**src/hdl/battery_energy_direction_meter_top_macros.svh**
```systemverilog
// Assertion macros for the battery energy direction meter.
`ifndef BATTERY_ENERGY_DIRECTION_METER_TOP_MACROS_SVH
`define BATTERY_ENERGY_DIRECTION_METER_TOP_MACROS_SVH
`ifndef SYNTHESIS
// Check a property on every rising edge, skipped while reset is high.
`define BEDM_ASSERT(lbl, clk_sig, rst_sig, prop) \
  lbl: assert property (@(posedge clk_sig) disable iff (rst_sig) (prop)) \
    else $error("bedm assertion failed");
// Check a property on every rising edge, reset included.
`define BEDM_ASSERT_ALWAYS(lbl, clk_sig, prop) \
  lbl: assert property (@(posedge clk_sig) (prop)) \
    else $error("bedm assertion failed");
`else
`define BEDM_ASSERT(lbl, clk_sig, rst_sig, prop)
`define BEDM_ASSERT_ALWAYS(lbl, clk_sig, prop)
`endif
`endif

```
**src/hdl/bedm_pkg.sv**
```systemverilog
// Types and constants shared by the battery energy direction meter.
package bedm_pkg;

  localparam int ADDR_W   = 5;
  localparam int DATA_W   = 64;
  localparam int ENERGY_W = 41;
  localparam int OUT_W    = 63;

  // Register indexes (byte address is 8 * index)
  localparam logic [1:0] REG_WINDOW   = 2'd0;
  localparam logic [1:0] REG_DELTA    = 2'd1;
  localparam logic [1:0] REG_INTERVAL = 2'd2;

  localparam logic [19:0] WINDOW_RESET   = 20'd1000;
  localparam logic [47:0] DELTA_RESET    = 48'd3600000000;
  localparam logic [15:0] INTERVAL_RESET = 16'd60;

  // Direction codes as seen on the result
  localparam logic [2:0] DIR_STANDBY    = 3'd0;
  localparam logic [2:0] DIR_CHARGE     = 3'd1;
  localparam logic [2:0] DIR_CHG_TO_DIS = 3'd2;
  localparam logic [2:0] DIR_DISCHARGE  = 3'd3;
  localparam logic [2:0] DIR_DIS_TO_CHG = 3'd4;

  typedef enum logic [4:0] {
    MODE_STANDBY    = 5'b00001,
    MODE_CHARGE     = 5'b00010,
    MODE_CHG_TO_DIS = 5'b00100,
    MODE_DISCHARGE  = 5'b01000,
    MODE_DIS_TO_CHG = 5'b10000
  } mode_t;

  function automatic logic [2:0] mode_code(input mode_t m);
    logic [2:0] c;
    unique case (m)
      MODE_STANDBY:    c = DIR_STANDBY;
      MODE_CHARGE:     c = DIR_CHARGE;
      MODE_CHG_TO_DIS: c = DIR_CHG_TO_DIS;
      MODE_DISCHARGE:  c = DIR_DISCHARGE;
      MODE_DIS_TO_CHG: c = DIR_DIS_TO_CHG;
      default:         c = DIR_STANDBY;
    endcase
    return c;
  endfunction

endpackage

```
**src/hdl/battery_energy_direction_meter_top.sv**
```systemverilog
// Battery energy direction meter: energy totals, direction sessions, save timing.
// Each accepted transaction passes the sample register and then the result register.
// Throughput: one transaction per cycle unless out_ready holds the result; the 21x20 multiply
// sits before the sample register and the saturating adds and save compares before the result register.
// Reset (synchronous, active high) clears totals, sessions, baselines and timing,
// returns the direction machine to standby and reloads the configuration defaults.
`include "battery_energy_direction_meter_top_macros.svh"

module battery_energy_direction_meter_top #(
  parameter int ACC_WIDTH = 63
) (
  input  logic                                  clk,
  input  logic                                  rst,
  input  logic                                  psel,
  input  logic                                  penable,
  input  logic                                  pwrite,
  input  logic [bedm_pkg::ADDR_W-1:0]           paddr,
  input  logic [bedm_pkg::DATA_W-1:0]           pwdata,
  output logic [bedm_pkg::DATA_W-1:0]           prdata,
  output logic                                  pready,
  input  logic                                  in_valid,
  output logic                                  in_ready,
  input  logic                                  cmd,
  input  logic signed [20:0]                    current_ma,
  input  logic [19:0]                           voltage_mv,
  input  logic [31:0]                           time_s,
  output logic                                  out_valid,
  input  logic                                  out_ready,
  output logic [bedm_pkg::OUT_W-1:0]            total_charge_uj,
  output logic [bedm_pkg::OUT_W-1:0]            total_discharge_uj,
  output logic [bedm_pkg::OUT_W-1:0]            session_charge_uj,
  output logic [bedm_pkg::OUT_W-1:0]            session_discharge_uj,
  output logic [2:0]                            direction_mode,
  output logic                                  save_now
);

  localparam logic [ACC_WIDTH-1:0] ACC_MAX = '1;

  // Configuration
  logic [19:0] current_window_ma;
  logic [47:0] save_delta_uj;
  logic [15:0] save_interval_s;
  logic        cfg_write;
  logic [1:0]  cfg_idx;

  assign pready    = 1'b1;
  assign cfg_write = psel && penable && pwrite && pready;
  assign cfg_idx   = paddr[4:3];

  always_ff @(posedge clk) begin
    if (rst) begin
      current_window_ma <= bedm_pkg::WINDOW_RESET;
      save_delta_uj     <= bedm_pkg::DELTA_RESET;
      save_interval_s   <= bedm_pkg::INTERVAL_RESET;
    end else if (cfg_write) begin
      unique case (cfg_idx)
        bedm_pkg::REG_WINDOW:   current_window_ma <= pwdata[19:0];
        bedm_pkg::REG_DELTA:    save_delta_uj     <= pwdata[47:0];
        bedm_pkg::REG_INTERVAL: save_interval_s   <= pwdata[15:0];
        default: ;
      endcase
    end
  end

  always_comb begin
    unique case (cfg_idx)
      bedm_pkg::REG_WINDOW:   prdata = {44'd0, current_window_ma};
      bedm_pkg::REG_DELTA:    prdata = {16'd0, save_delta_uj};
      bedm_pkg::REG_INTERVAL: prdata = {48'd0, save_interval_s};
      default:                prdata = '0;
    endcase
  end

  // Sample stage: magnitude, energy product and window flags
  logic                          s1_valid;
  logic                          s1_cmd;
  logic                          s1_pos;
  logic                          s1_above;
  logic                          s1_below;
  logic [bedm_pkg::ENERGY_W-1:0] s1_energy;
  logic [31:0]                   s1_time;
  logic                          in_take;
  logic                          load;
  logic signed [21:0]            cur_ext;
  logic signed [21:0]            win_ext;
  logic [21:0]                   mag_w;
  logic [bedm_pkg::ENERGY_W-1:0] energy;

  assign load     = s1_valid && (!out_valid || out_ready);
  assign in_ready = !s1_valid || load;
  assign in_take  = in_valid && in_ready;

  assign cur_ext = 22'(current_ma);
  assign win_ext = $signed({2'b00, current_window_ma});
  assign mag_w   = current_ma[20] ? 22'(-cur_ext) : 22'(cur_ext);
  assign energy  = bedm_pkg::ENERGY_W'(mag_w[20:0]) * bedm_pkg::ENERGY_W'(voltage_mv);

  always_ff @(posedge clk) begin
    if (rst) begin
      s1_valid <= 1'b0;
    end else begin
      s1_valid <= in_take || (s1_valid && !load);
    end
  end

  always_ff @(posedge clk) begin
    if (in_take) begin
      s1_cmd    <= cmd;
      s1_pos    <= cur_ext > 22'sd0;
      s1_above  <= cur_ext > win_ext;
      s1_below  <= cur_ext < -win_ext;
      s1_energy <= energy;
      s1_time   <= time_s;
    end
  end

  // Accumulator state; it also serves as the result register
  logic [ACC_WIDTH-1:0] charge_total, charge_total_next;
  logic [ACC_WIDTH-1:0] discharge_total, discharge_total_next;
  logic [ACC_WIDTH-1:0] charge_session, charge_session_next;
  logic [ACC_WIDTH-1:0] discharge_session, discharge_session_next;
  logic [ACC_WIDTH-1:0] charge_baseline, charge_baseline_next;
  logic [ACC_WIDTH-1:0] discharge_baseline, discharge_baseline_next;
  bedm_pkg::mode_t      mode, mode_next;
  logic                 save_pending, save_pending_next;
  logic [31:0]          last_check_time, last_check_time_next;
  logic                 save_next;
  logic [ACC_WIDTH-1:0] energy_acc;
  logic [31:0]          elapsed;
  logic                 pending_arm;

  function automatic logic [ACC_WIDTH-1:0] sat_add(input logic [ACC_WIDTH-1:0] a,
                                                   input logic [ACC_WIDTH-1:0] b);
    logic [ACC_WIDTH:0] s;
    s = {1'b0, a} + {1'b0, b};
    return s[ACC_WIDTH] ? ACC_MAX : s[ACC_WIDTH-1:0];
  endfunction

  function automatic logic grew(input logic [ACC_WIDTH-1:0] total,
                                input logic [ACC_WIDTH-1:0] base,
                                input logic [47:0]          delta);
    logic [ACC_WIDTH-1:0] diff;
    diff = total - base;
    return (total > base) && (diff > ACC_WIDTH'(delta));
  endfunction

  assign energy_acc = ACC_WIDTH'(s1_energy);
  assign elapsed    = s1_time - last_check_time;

  always_comb begin
    charge_total_next       = charge_total;
    discharge_total_next    = discharge_total;
    charge_session_next     = charge_session;
    discharge_session_next  = discharge_session;
    charge_baseline_next    = charge_baseline;
    discharge_baseline_next = discharge_baseline;
    mode_next               = mode;
    save_pending_next       = save_pending;
    last_check_time_next    = last_check_time;
    save_next               = 1'b0;
    pending_arm             = 1'b0;

    if (s1_cmd) begin
      // Force save: latch baselines and clear the pending flag; totals, sessions and direction stay put
      charge_baseline_next    = charge_total;
      discharge_baseline_next = discharge_total;
      save_pending_next       = 1'b0;
      save_next               = 1'b1;
    end else begin
      if (s1_pos) begin
        charge_total_next = sat_add(charge_total, energy_acc);
      end else begin
        discharge_total_next = sat_add(discharge_total, energy_acc);
      end

      unique case (mode)
        bedm_pkg::MODE_STANDBY: begin
          if (s1_above) begin
            mode_next = bedm_pkg::MODE_CHARGE;
          end else if (s1_below) begin
            mode_next = bedm_pkg::MODE_DISCHARGE;
          end
        end
        bedm_pkg::MODE_CHARGE: begin
          if (s1_above) begin
            discharge_session_next = '0;
            charge_session_next    = sat_add(charge_session, energy_acc);
          end else if (s1_below) begin
            mode_next = bedm_pkg::MODE_CHG_TO_DIS;
          end else begin
            mode_next = bedm_pkg::MODE_STANDBY;
          end
        end
        bedm_pkg::MODE_CHG_TO_DIS: mode_next = bedm_pkg::MODE_DISCHARGE;
        bedm_pkg::MODE_DISCHARGE: begin
          if (s1_below) begin
            charge_session_next    = '0;
            discharge_session_next = sat_add(discharge_session, energy_acc);
          end else if (s1_above) begin
            mode_next = bedm_pkg::MODE_DIS_TO_CHG;
          end else begin
            mode_next = bedm_pkg::MODE_STANDBY;
          end
        end
        bedm_pkg::MODE_DIS_TO_CHG: mode_next = bedm_pkg::MODE_CHARGE;
        default:                   mode_next = bedm_pkg::MODE_STANDBY;
      endcase

      pending_arm = grew(charge_total_next, charge_baseline, save_delta_uj) ||
                    grew(discharge_total_next, discharge_baseline, save_delta_uj);
      save_pending_next = save_pending || pending_arm;

      if (elapsed > 32'(save_interval_s)) begin
        if (save_pending_next) begin
          charge_baseline_next    = charge_total_next;
          discharge_baseline_next = discharge_total_next;
          save_pending_next       = 1'b0;
          save_next               = 1'b1;
        end
        last_check_time_next = s1_time;
      end
    end
  end

  always_ff @(posedge clk) begin
    if (rst) begin
      charge_total       <= '0;
      discharge_total    <= '0;
      charge_session     <= '0;
      discharge_session  <= '0;
      charge_baseline    <= '0;
      discharge_baseline <= '0;
      mode               <= bedm_pkg::MODE_STANDBY;
      save_pending       <= 1'b0;
      last_check_time    <= '0;
      save_now           <= 1'b0;
      out_valid          <= 1'b0;
    end else begin
      if (load) begin
        charge_total       <= charge_total_next;
        discharge_total    <= discharge_total_next;
        charge_session     <= charge_session_next;
        discharge_session  <= discharge_session_next;
        charge_baseline    <= charge_baseline_next;
        discharge_baseline <= discharge_baseline_next;
        mode               <= mode_next;
        save_pending       <= save_pending_next;
        last_check_time    <= last_check_time_next;
        save_now           <= save_next;
      end
      out_valid <= load || (out_valid && !out_ready);
    end
  end

  assign total_charge_uj      = bedm_pkg::OUT_W'(charge_total);
  assign total_discharge_uj   = bedm_pkg::OUT_W'(discharge_total);
  assign session_charge_uj    = bedm_pkg::OUT_W'(charge_session);
  assign session_discharge_uj = bedm_pkg::OUT_W'(discharge_session);
  assign direction_mode       = bedm_pkg::mode_code(mode);

  `BEDM_ASSERT(a_cd_to_dis, clk, rst, (load && !s1_cmd && mode == bedm_pkg::MODE_CHG_TO_DIS) |=> (mode == bedm_pkg::MODE_DISCHARGE))
  `BEDM_ASSERT(a_chg_clears_dis, clk, rst, (load && !s1_cmd && mode == bedm_pkg::MODE_CHARGE && s1_above) |=> (discharge_session == '0))
  `BEDM_ASSERT(a_save_baseline, clk, rst, (out_valid && save_now) |-> (charge_baseline == charge_total && discharge_baseline == discharge_total))
  `BEDM_ASSERT(a_total_monotonic, clk, rst, load |=> (charge_total >= $past(charge_total) && discharge_total >= $past(discharge_total)))
  `BEDM_ASSERT_ALWAYS(a_ready_free, clk, (!s1_valid) |-> in_ready)

endmodule

```
**config.mk**
```make
export PLATFORM = sky130hd
export DESIGN_NAME = battery_energy_direction_meter_top
export DESIGN_NICKNAME = d
export VERILOG_FILES = /design/src/hdl/bedm_pkg.sv /design/src/hdl/battery_energy_direction_meter_top.sv
export VERILOG_INCLUDE_DIRS = /design/src /design/src/hdl
export SDC_FILE = /design/constraint.sdc
export NUM_CORES = 2
export LEC_CHECK = 0
export BUFFER_PORTS_ARGS = -buffer_cell sky130_fd_sc_hd__buf_2
export CORE_MARGIN = 3
export CORE_UTILIZATION = 35
export DETAILED_ROUTE_END_ITERATION = 10
export GPL_TIMING_DRIVEN = 0
export PLACE_DENSITY_LB_ADDON = 0.3
export SLEW_MARGIN = 40
export SYNTH_ARGS = -nofsm -noshare
export SYNTH_HDL_FRONTEND = slang
export SYNTH_SLANG_ARGS = --single-unit
```
**constraint.sdc**
```tcl
create_clock -name clk -period 28.3 [get_ports clk]
set_clock_uncertainty 0.1 [all_clocks]
set_input_delay 1.415 -clock clk [delete_from_list [all_inputs] [get_ports clk]]
set_output_delay 1.415 -clock clk [all_outputs]
set_load 0.1 [all_outputs]
```
# Word-level counts from Yosys, hierarchy flattened
# Index checks and enable logic that the tools add are counted.
dict set report totals {
  reg_bits 580
  latchBits 0
  mem_bits_rw 0
  romBits 0
  out_inout_bits 323
  word_cells 117
  memories 0
}
dict set report op_classes {
  add_sub_neg 9
  multipliers 1
  n_div 0
  order_cmp 8
  eq_ne 12
  n_shift 0
  mux 35
  n_bitwise 1
  reduce_logical 30
}
# cell count
set ops {}
lappend ops {{two-way mux 63 bit} 18}
lappend ops {{adder 63 x 41 -> 64 bit} 4}
lappend ops {{one-hot mux 63 bit (2 select lines)} 2}
lappend ops {{one-hot mux 48 bit (3 select lines)} 1}
lappend ops {{> comparator 63 x 48 -> 1 bit} 2}
lappend ops {{> comparator 63 bit} 2}
lappend ops {{subtractor 63 bit} 2}
lappend ops {{multiplier 21 x 20 -> 41 bit} 1}
lappend ops {{> comparator 32 x 16 -> 1 bit} 1}
lappend ops {{subtractor 32 bit} 1}
lappend ops {{two-way mux 5 bit} 5}
lappend ops {{one-hot mux 5 bit (5 select lines)} 1}
lappend ops {{less-than comparator 21 x 22 -> 1 bit} 1}
lappend ops {{negation 20 -> 22 bit} 1}
lappend ops {{> comparator 21 x 1 -> 1 bit (second input constant)} 1}
lappend ops {{> comparator 21 bit} 1}
lappend ops {{two-way mux 21 bit} 1}
lappend ops {{negation 21 bit} 1}
lappend ops {{one-hot mux 3 bit (4 select lines)} 1}
lappend ops {{AND reduction 5 bit} 2}
lappend ops {{logical AND 1 bit} 8}
lappend ops {{inequality test 2 bit (second input constant)} 4}
lappend ops {{AND reduction 2 bit} 4}
lappend ops {{logical OR 1 bit} 6}
lappend ops {{other kinds (15)} 25}

# Longest topological paths before layout
dict set report depth {
  word_depth 12
  ltp_mapped 42
  depth_no_buf 39
}

# Least setup slack after synthesis
# No wires, ideal clock.
dict set report synth_path {
  path_kind {input port to flip-flop}
  startpoint {input current_ma[0]}
  endpoint {register s1_energy[40] (netlist bit) (data pin)}
  arrival_time_ns 9.732
  t_required_ns 27.940
  path_slack_ns 18.208
  cell_stages 31
  path_buffers 1
  cell_sequence {or3_1 > or3b_2 > or2_2 > o41ai_1 > xnor2_1 > clkbuf_1 > nand2_1 > fa_1 > inv_1 > fa_1 > fa_1 > inv_1 > fa_1 > inv_1 > fa_1 > fa_1 > fa_1 > ha_1 > o2111ai_1 > nor2_1 > a211oi_1 > a21boi_0 > o31ai_1 > a41oi_1 > nor3_1 > o41ai_1 > a211oi_1 > o22ai_1 > o21ai_0 > a21oi_1 > xnor2_1}
}
dict set report synth_via {
  elab_chain_len 3
}
# element line
set synth_lines {}
lappend synth_lines {{from (decl)} battery_energy_direction_meter_top.sv:24} ;# input logic signed [20:0] current_ma,
lappend synth_lines {{negation 21 bit} battery_energy_direction_meter_top.sv:95} ;# assign mag_w = current_ma[20] ? 22'(-cur_ext) : 22'(cur_ext);
lappend synth_lines {{two-way mux 21 bit (*)} battery_energy_direction_meter_top.sv:95}
lappend synth_lines {{multiplier 21 x 20 -> 41 bit (*)} battery_energy_direction_meter_top.sv:96} ;# assign energy = bedm_pkg::ENERGY_W'(mag_w[20:0]) * bedm_pkg::ENERGY_W'(voltage_mv);
lappend synth_lines {{via energy (one bit)} battery_energy_direction_meter_top.sv:87} ;# logic [bedm_pkg::ENERGY_W-1:0] energy;
lappend synth_lines {{to (signal assigned)} battery_energy_direction_meter_top.sv:112} ;# s1_energy <= energy;
lappend synth_lines {{to (decl)} battery_energy_direction_meter_top.sv:80} ;# logic [bedm_pkg::ENERGY_W-1:0] s1_energy;
# Mark *: on every way through the listed nets, which the timed path passes. The rest lies on a longest branch.
# A chain may end at the register's enable or synchronous reset.

# Worst setup path after layout
dict set report layout_path {
  startpoint {register s1_energy[24] (netlist bit)}
  endpoint {register charge_baseline[56]}
}
dict set report layout_via {
  elab_chain_len 11
  word_cells_on_any_way 23
  classes_between {add/sub (4); order compare (4); mux (9); reduce/logical (6)}
}
# element line
set layout_lines {}
lappend layout_lines {{adder 63 x 41 -> 64 bit} battery_energy_direction_meter_top.sv:135} ;# s = {1'b0, a} + {1'b0, b};
lappend layout_lines {{two-way mux 63 bit} battery_energy_direction_meter_top.sv:136} ;# return s[ACC_WIDTH] ? ACC_MAX : s[ACC_WIDTH-1:0];
lappend layout_lines {{two-way mux 63 bit} battery_energy_direction_meter_top.sv:170} ;# if (s1_pos) begin
lappend layout_lines {{two-way mux 63 bit} battery_energy_direction_meter_top.sv:163} ;# if (s1_cmd) begin
lappend layout_lines {{subtractor 63 bit} battery_energy_direction_meter_top.sv:143} ;# diff = total - base;
lappend layout_lines {{> comparator 63 x 48 -> 1 bit} battery_energy_direction_meter_top.sv:144} ;# return (total > base) && (diff > ACC_WIDTH'(delta));
lappend layout_lines {{logical AND 1 bit} battery_energy_direction_meter_top.sv:144}
lappend layout_lines {{logical OR 1 bit} battery_energy_direction_meter_top.sv:209} ;# pending_arm = grew(charge_total_next, charge_baseline, save_delta_uj) ||
lappend layout_lines {{logical OR 1 bit} battery_energy_direction_meter_top.sv:211} ;# save_pending_next = save_pending || pending_arm;
lappend layout_lines {{nonzero test 2 bit (no source line)} n/a}
lappend layout_lines {{AND reduction 3 bit (no source line)} n/a}
lappend layout_lines {{to (signal assigned)} battery_energy_direction_meter_top.sv:244} ;# charge_baseline <= charge_baseline_next;
lappend layout_lines {{to (decl)} battery_energy_direction_meter_top.sv:122} ;# logic [ACC_WIDTH-1:0] charge_baseline, charge_baseline_next;
# Parallel ways exist; a longest one is shown, timed or not. The select of a mux whose other input is x is not followed.

==> reports/metrics.csv <==
metric;value;unit
status;finished, final reports clean;
fillers;18430;
Initial Util;0.3546;
Worst Setup Start Kind;flip-flop;
syn_area_per_cell;7.730;um^2
layout net count;9701;
Synth async-reset ratio;0;
Area Growth Syn to Fin;13.35;%
Inst Count DP;10820;
FP Rows;153;
unique cell type count in the Yosys netlist;93;
min Tclk post-route;12.62;ns
number of DRC markers in iteration 0;5740;
Worst setup EP type;flip-flop;
period utilization;0.4458;
critical path class;flip-flop to flip-flop;
DR vias/cell;5.702;
top cell type's share of synthesized area;0.1621;
Remaining Overflow, GRT;0;
first-pass GRT wire length;393200;um
setup violators final;0;
DPL Wire Length;223100;um
worst hold path class;flip-flop to flip-flop;
gate count of the mapped netlist;8035;
Die Wd;427.3;um
pin count of the biggest net entering global routing;43;
endpoints failing hold;0;
Slew HR;0.3660;
Routed WL;273600;um
Finished Layout Cells;10980;
Max Transition Viols Final;0;
Post-DP Area;67600;um^2
Max stage delay on crit path;0.88;ns
cell area after layout;70400;um^2
top cells by area, synth;dfxtp_1, ha_1, fa_1;
critical path depth in cells;39;
Critical path buffers and inverters;4;
drt pass-1 iters;6;
routability cong.;1.001;
critical path data required time;28.81;ns
Crit Path Max Fanout;10;
die area;182500;um^2
Power Density;118.9;nW/um^2
Peak supply drop;0.2908;mV
chip height;427.3;um
post-synth top area cell;dfxtp_1;
Total Power;0.008371;W
Arr. time, crit path;13.12;ns
Clock Sinks;580;
vias in the first global route;59760;
Worst R2R Path Depth;39;
Port Buffers;434;
# Post-CTS Setup Buffers;0;
fmax;0.07927;GHz
overall routing resource usage;0.2900;
initial antenna violation count;17;
share of cells above drive strength 1;0.09400;
WL/cell;24.93;um
CTS Buf Count;76;
Place WS;16.07;ns
Post-synth EDFFs;77;
synthesized flop and latch total;580;
Setup WS post-layout;15.69;ns
core area;175200;um^2
post-synthesis sequential area ratio;0.1994;
H-tree depth;3;
Primary FF master, synth;dfxtp_1;
Vias;62590;
post-CTS resize count;0;
IO Pins;473;
total of max-cap violations;0;
hold path cells;2;
Setup TNS;0;ns
clk buf depth;3;
RSZ-0062 raised after global routing;false;
Yosys warning total;0;
Worst Tran Pin Value;0.9510;ns
DRC viols;0;
Final ANT Viol Nets;0;
delay-heaviest family, CP;compound AO/OA/AOI/OAI gates;
static leakage;31.41;nW
clock latency on the worst-skew pair;0.72;ns
CTS tree;done;
clk slew on worst S/H paths;0.06;ns
Most common cell on crit path;a21oi_1;
Crit-path slowest cell;edfxtp_1;
Hold Buf Count CTS;0;
root buf cell;clkbuf_16;
Cell Area, Synth;62110;um^2
-- power by group --
part	leakage (nW)	internal, W	total (W)	switching (W)
logic	25.3	0.00241	0.00604	0.00363
clock network	1.31	0.000621	0.00106	0.000441
registers	4.82	0.00111	0.00127	0.000156
-- placed cells by master (no fill, tap or decap), types with 28 or more instances in the layout --
| cell type | count |
|---|---|
| nand2_1 | 1148 |
| a21oi_1 | 755 |
| inv_1 | 745 |
| ha_1 | 627 |
| dfxtp_1 | 503 |
| buf_2 | 465 |
| nor2_1 | 445 |
| o21ai_0 | 419 |
| fa_1 | 345 |
| clkbuf_1 | 329 |
| xnor2_1 | 247 |
| and2_1 | 238 |
| a21o_1 | 194 |
| nor3_1 | 170 |
| nand3_1 | 158 |
| nand4_1 | 128 |
| xor2_1 | 115 |
| a211oi_1 | 93 |
| o211ai_1 | 79 |
| o21a_1 | 77 |
| clkbuf_16 | 77 |
| edfxtp_1 | 77 |
| a31oi_1 | 63 |
| nand2b_1 | 61 |
| mux2i_1 | 61 |
| and3_1 | 60 |
| clkbuf_2 | 49 |
| o21bai_1 | 45 |
| o22ai_1 | 44 |
| nor2b_1 | 43 |
| o22a_1 | 40 |
| or3_1 | 40 |
| nor4_1 | 37 |
| o31ai_1 | 35 |
| a311oi_1 | 31 |
| a31o_2 | 30 |
| a31o_1 | 29 |
| buf_4 | 28 |
-- final timing paths --
check                                    from                          endpoint  slack, ns
max                   s1_energy[24]$_DFFE_PP_  charge_baseline[56]$_SDFFE_PP0P_      15.69
min          charge_baseline[32]$_SDFFE_PP0P_  charge_baseline[32]$_SDFFE_PP0P_       0.36
max reg2reg           s1_energy[24]$_DFFE_PP_  charge_baseline[56]$_SDFFE_PP0P_      15.69
min reg2reg  charge_baseline[32]$_SDFFE_PP0P_  charge_baseline[32]$_SDFFE_PP0P_       0.36
-- worst reg2reg max path: cells and delay by family, from the launching register on --
family                     cells  cell delay, ns
and+or+nand+nor               10            2.53
adders and majority gates      3            1.20
xor gates and xnor gates       1            0.11
buffers and inverters          4            1.97
AOI/OAI and AO/OA             21            5.72
DFF                            1            0.88
-- per-layer routing --
| layer | share of wire | up-vias | track usage | wire length [um] |
|---|---|---|---|---|
| li1 | - | 29120 | - | - |
| met1 | 0.39 | 30390 | 0.3468 | 107000 |
| met2 | 0.45 | 2461 | 0.4650 | 124000 |
| met3 | 0.074 | 622 | 0.05736 | 20190 |
| met4 | 0.082 | 0 | 0.2057 | 22470 |
| met5 | 0 | - | 0 | 0 |
-- metrics by stage --
| stage | util | hold WS (ns) |
|---|---|---|
| floorplan | - | 0.3318 |
| global placement | 0.3839 | 0.3413 |
| detailed placement | 0.3859 | 0.3491 |
| CTS | 0.4012 | 0.3567 |
| global route | 0.4019 | 0.3689 |
| finish | 0.4019 | 0.3558 |
-- registers in the layout (all words and copies together) (netlist names), 5 cells and up --
name and count:
charge_baseline 63, discharge_baseline 63, session_charge_uj 63, session_discharge_uj 63
total_charge_uj 63, total_discharge_uj 63, save_delta_uj 48, s1_energy 41
last_check_time 32, s1_time 32, current_window_ma 20, save_interval_s 16
mode 5
-- cells by family after synthesis --
group,after synthesis,synth area share
flip-flops,580,0.1994
AND/OR/NAND/NOR,2648,0.1987
multiplexers,70,0.01146
buffers and inverters,1189,0.07431
XOR/XNOR,362,0.05105
other,2,0.0001209
adder cells (fa/ha/maj),972,0.2375
AO/OA/AOI/OAI,2212,0.2275
-- final cells by class --
class	instances	area, um^2	share of cell area
diodes	13	32.53	0.0004621
plain buffers	443	1887	0.02680
clock buffers	104	2188	0.03108
clock inverters	33	488.0	0.006931
inverters	746	2800	0.03978
multi-input cells	6281	45280	0.6432
flip-flops and latches	580	12380	0.1759
well taps	2325	2909	0.04132
repair buffers	451	2434	0.03457
-- Yosys cell counts, drive strengths merged, types with 32 or more instances --
cell type	number
nand2	1148
a21oi	757
inv	745
ha	627
dfxtp	503
nor2	447
o21ai	429
clkbuf	368
fa	345
xnor2	247
and2	241
a21o	194
nor3	176
nand3	158
nand4	128
xor2	115
a211oi	109
o211ai	79
edfxtp	77
o21a	77
buf	75
a31oi	64
mux2i	61
nand2b	61
and3	60
a31o	59
o21bai	45
nor4	44
o22ai	44
nor2b	43
o22a	40
or3	40
o31ai	36
a311oi	32
Note: power is estimated with default switching activity, not from simulation.
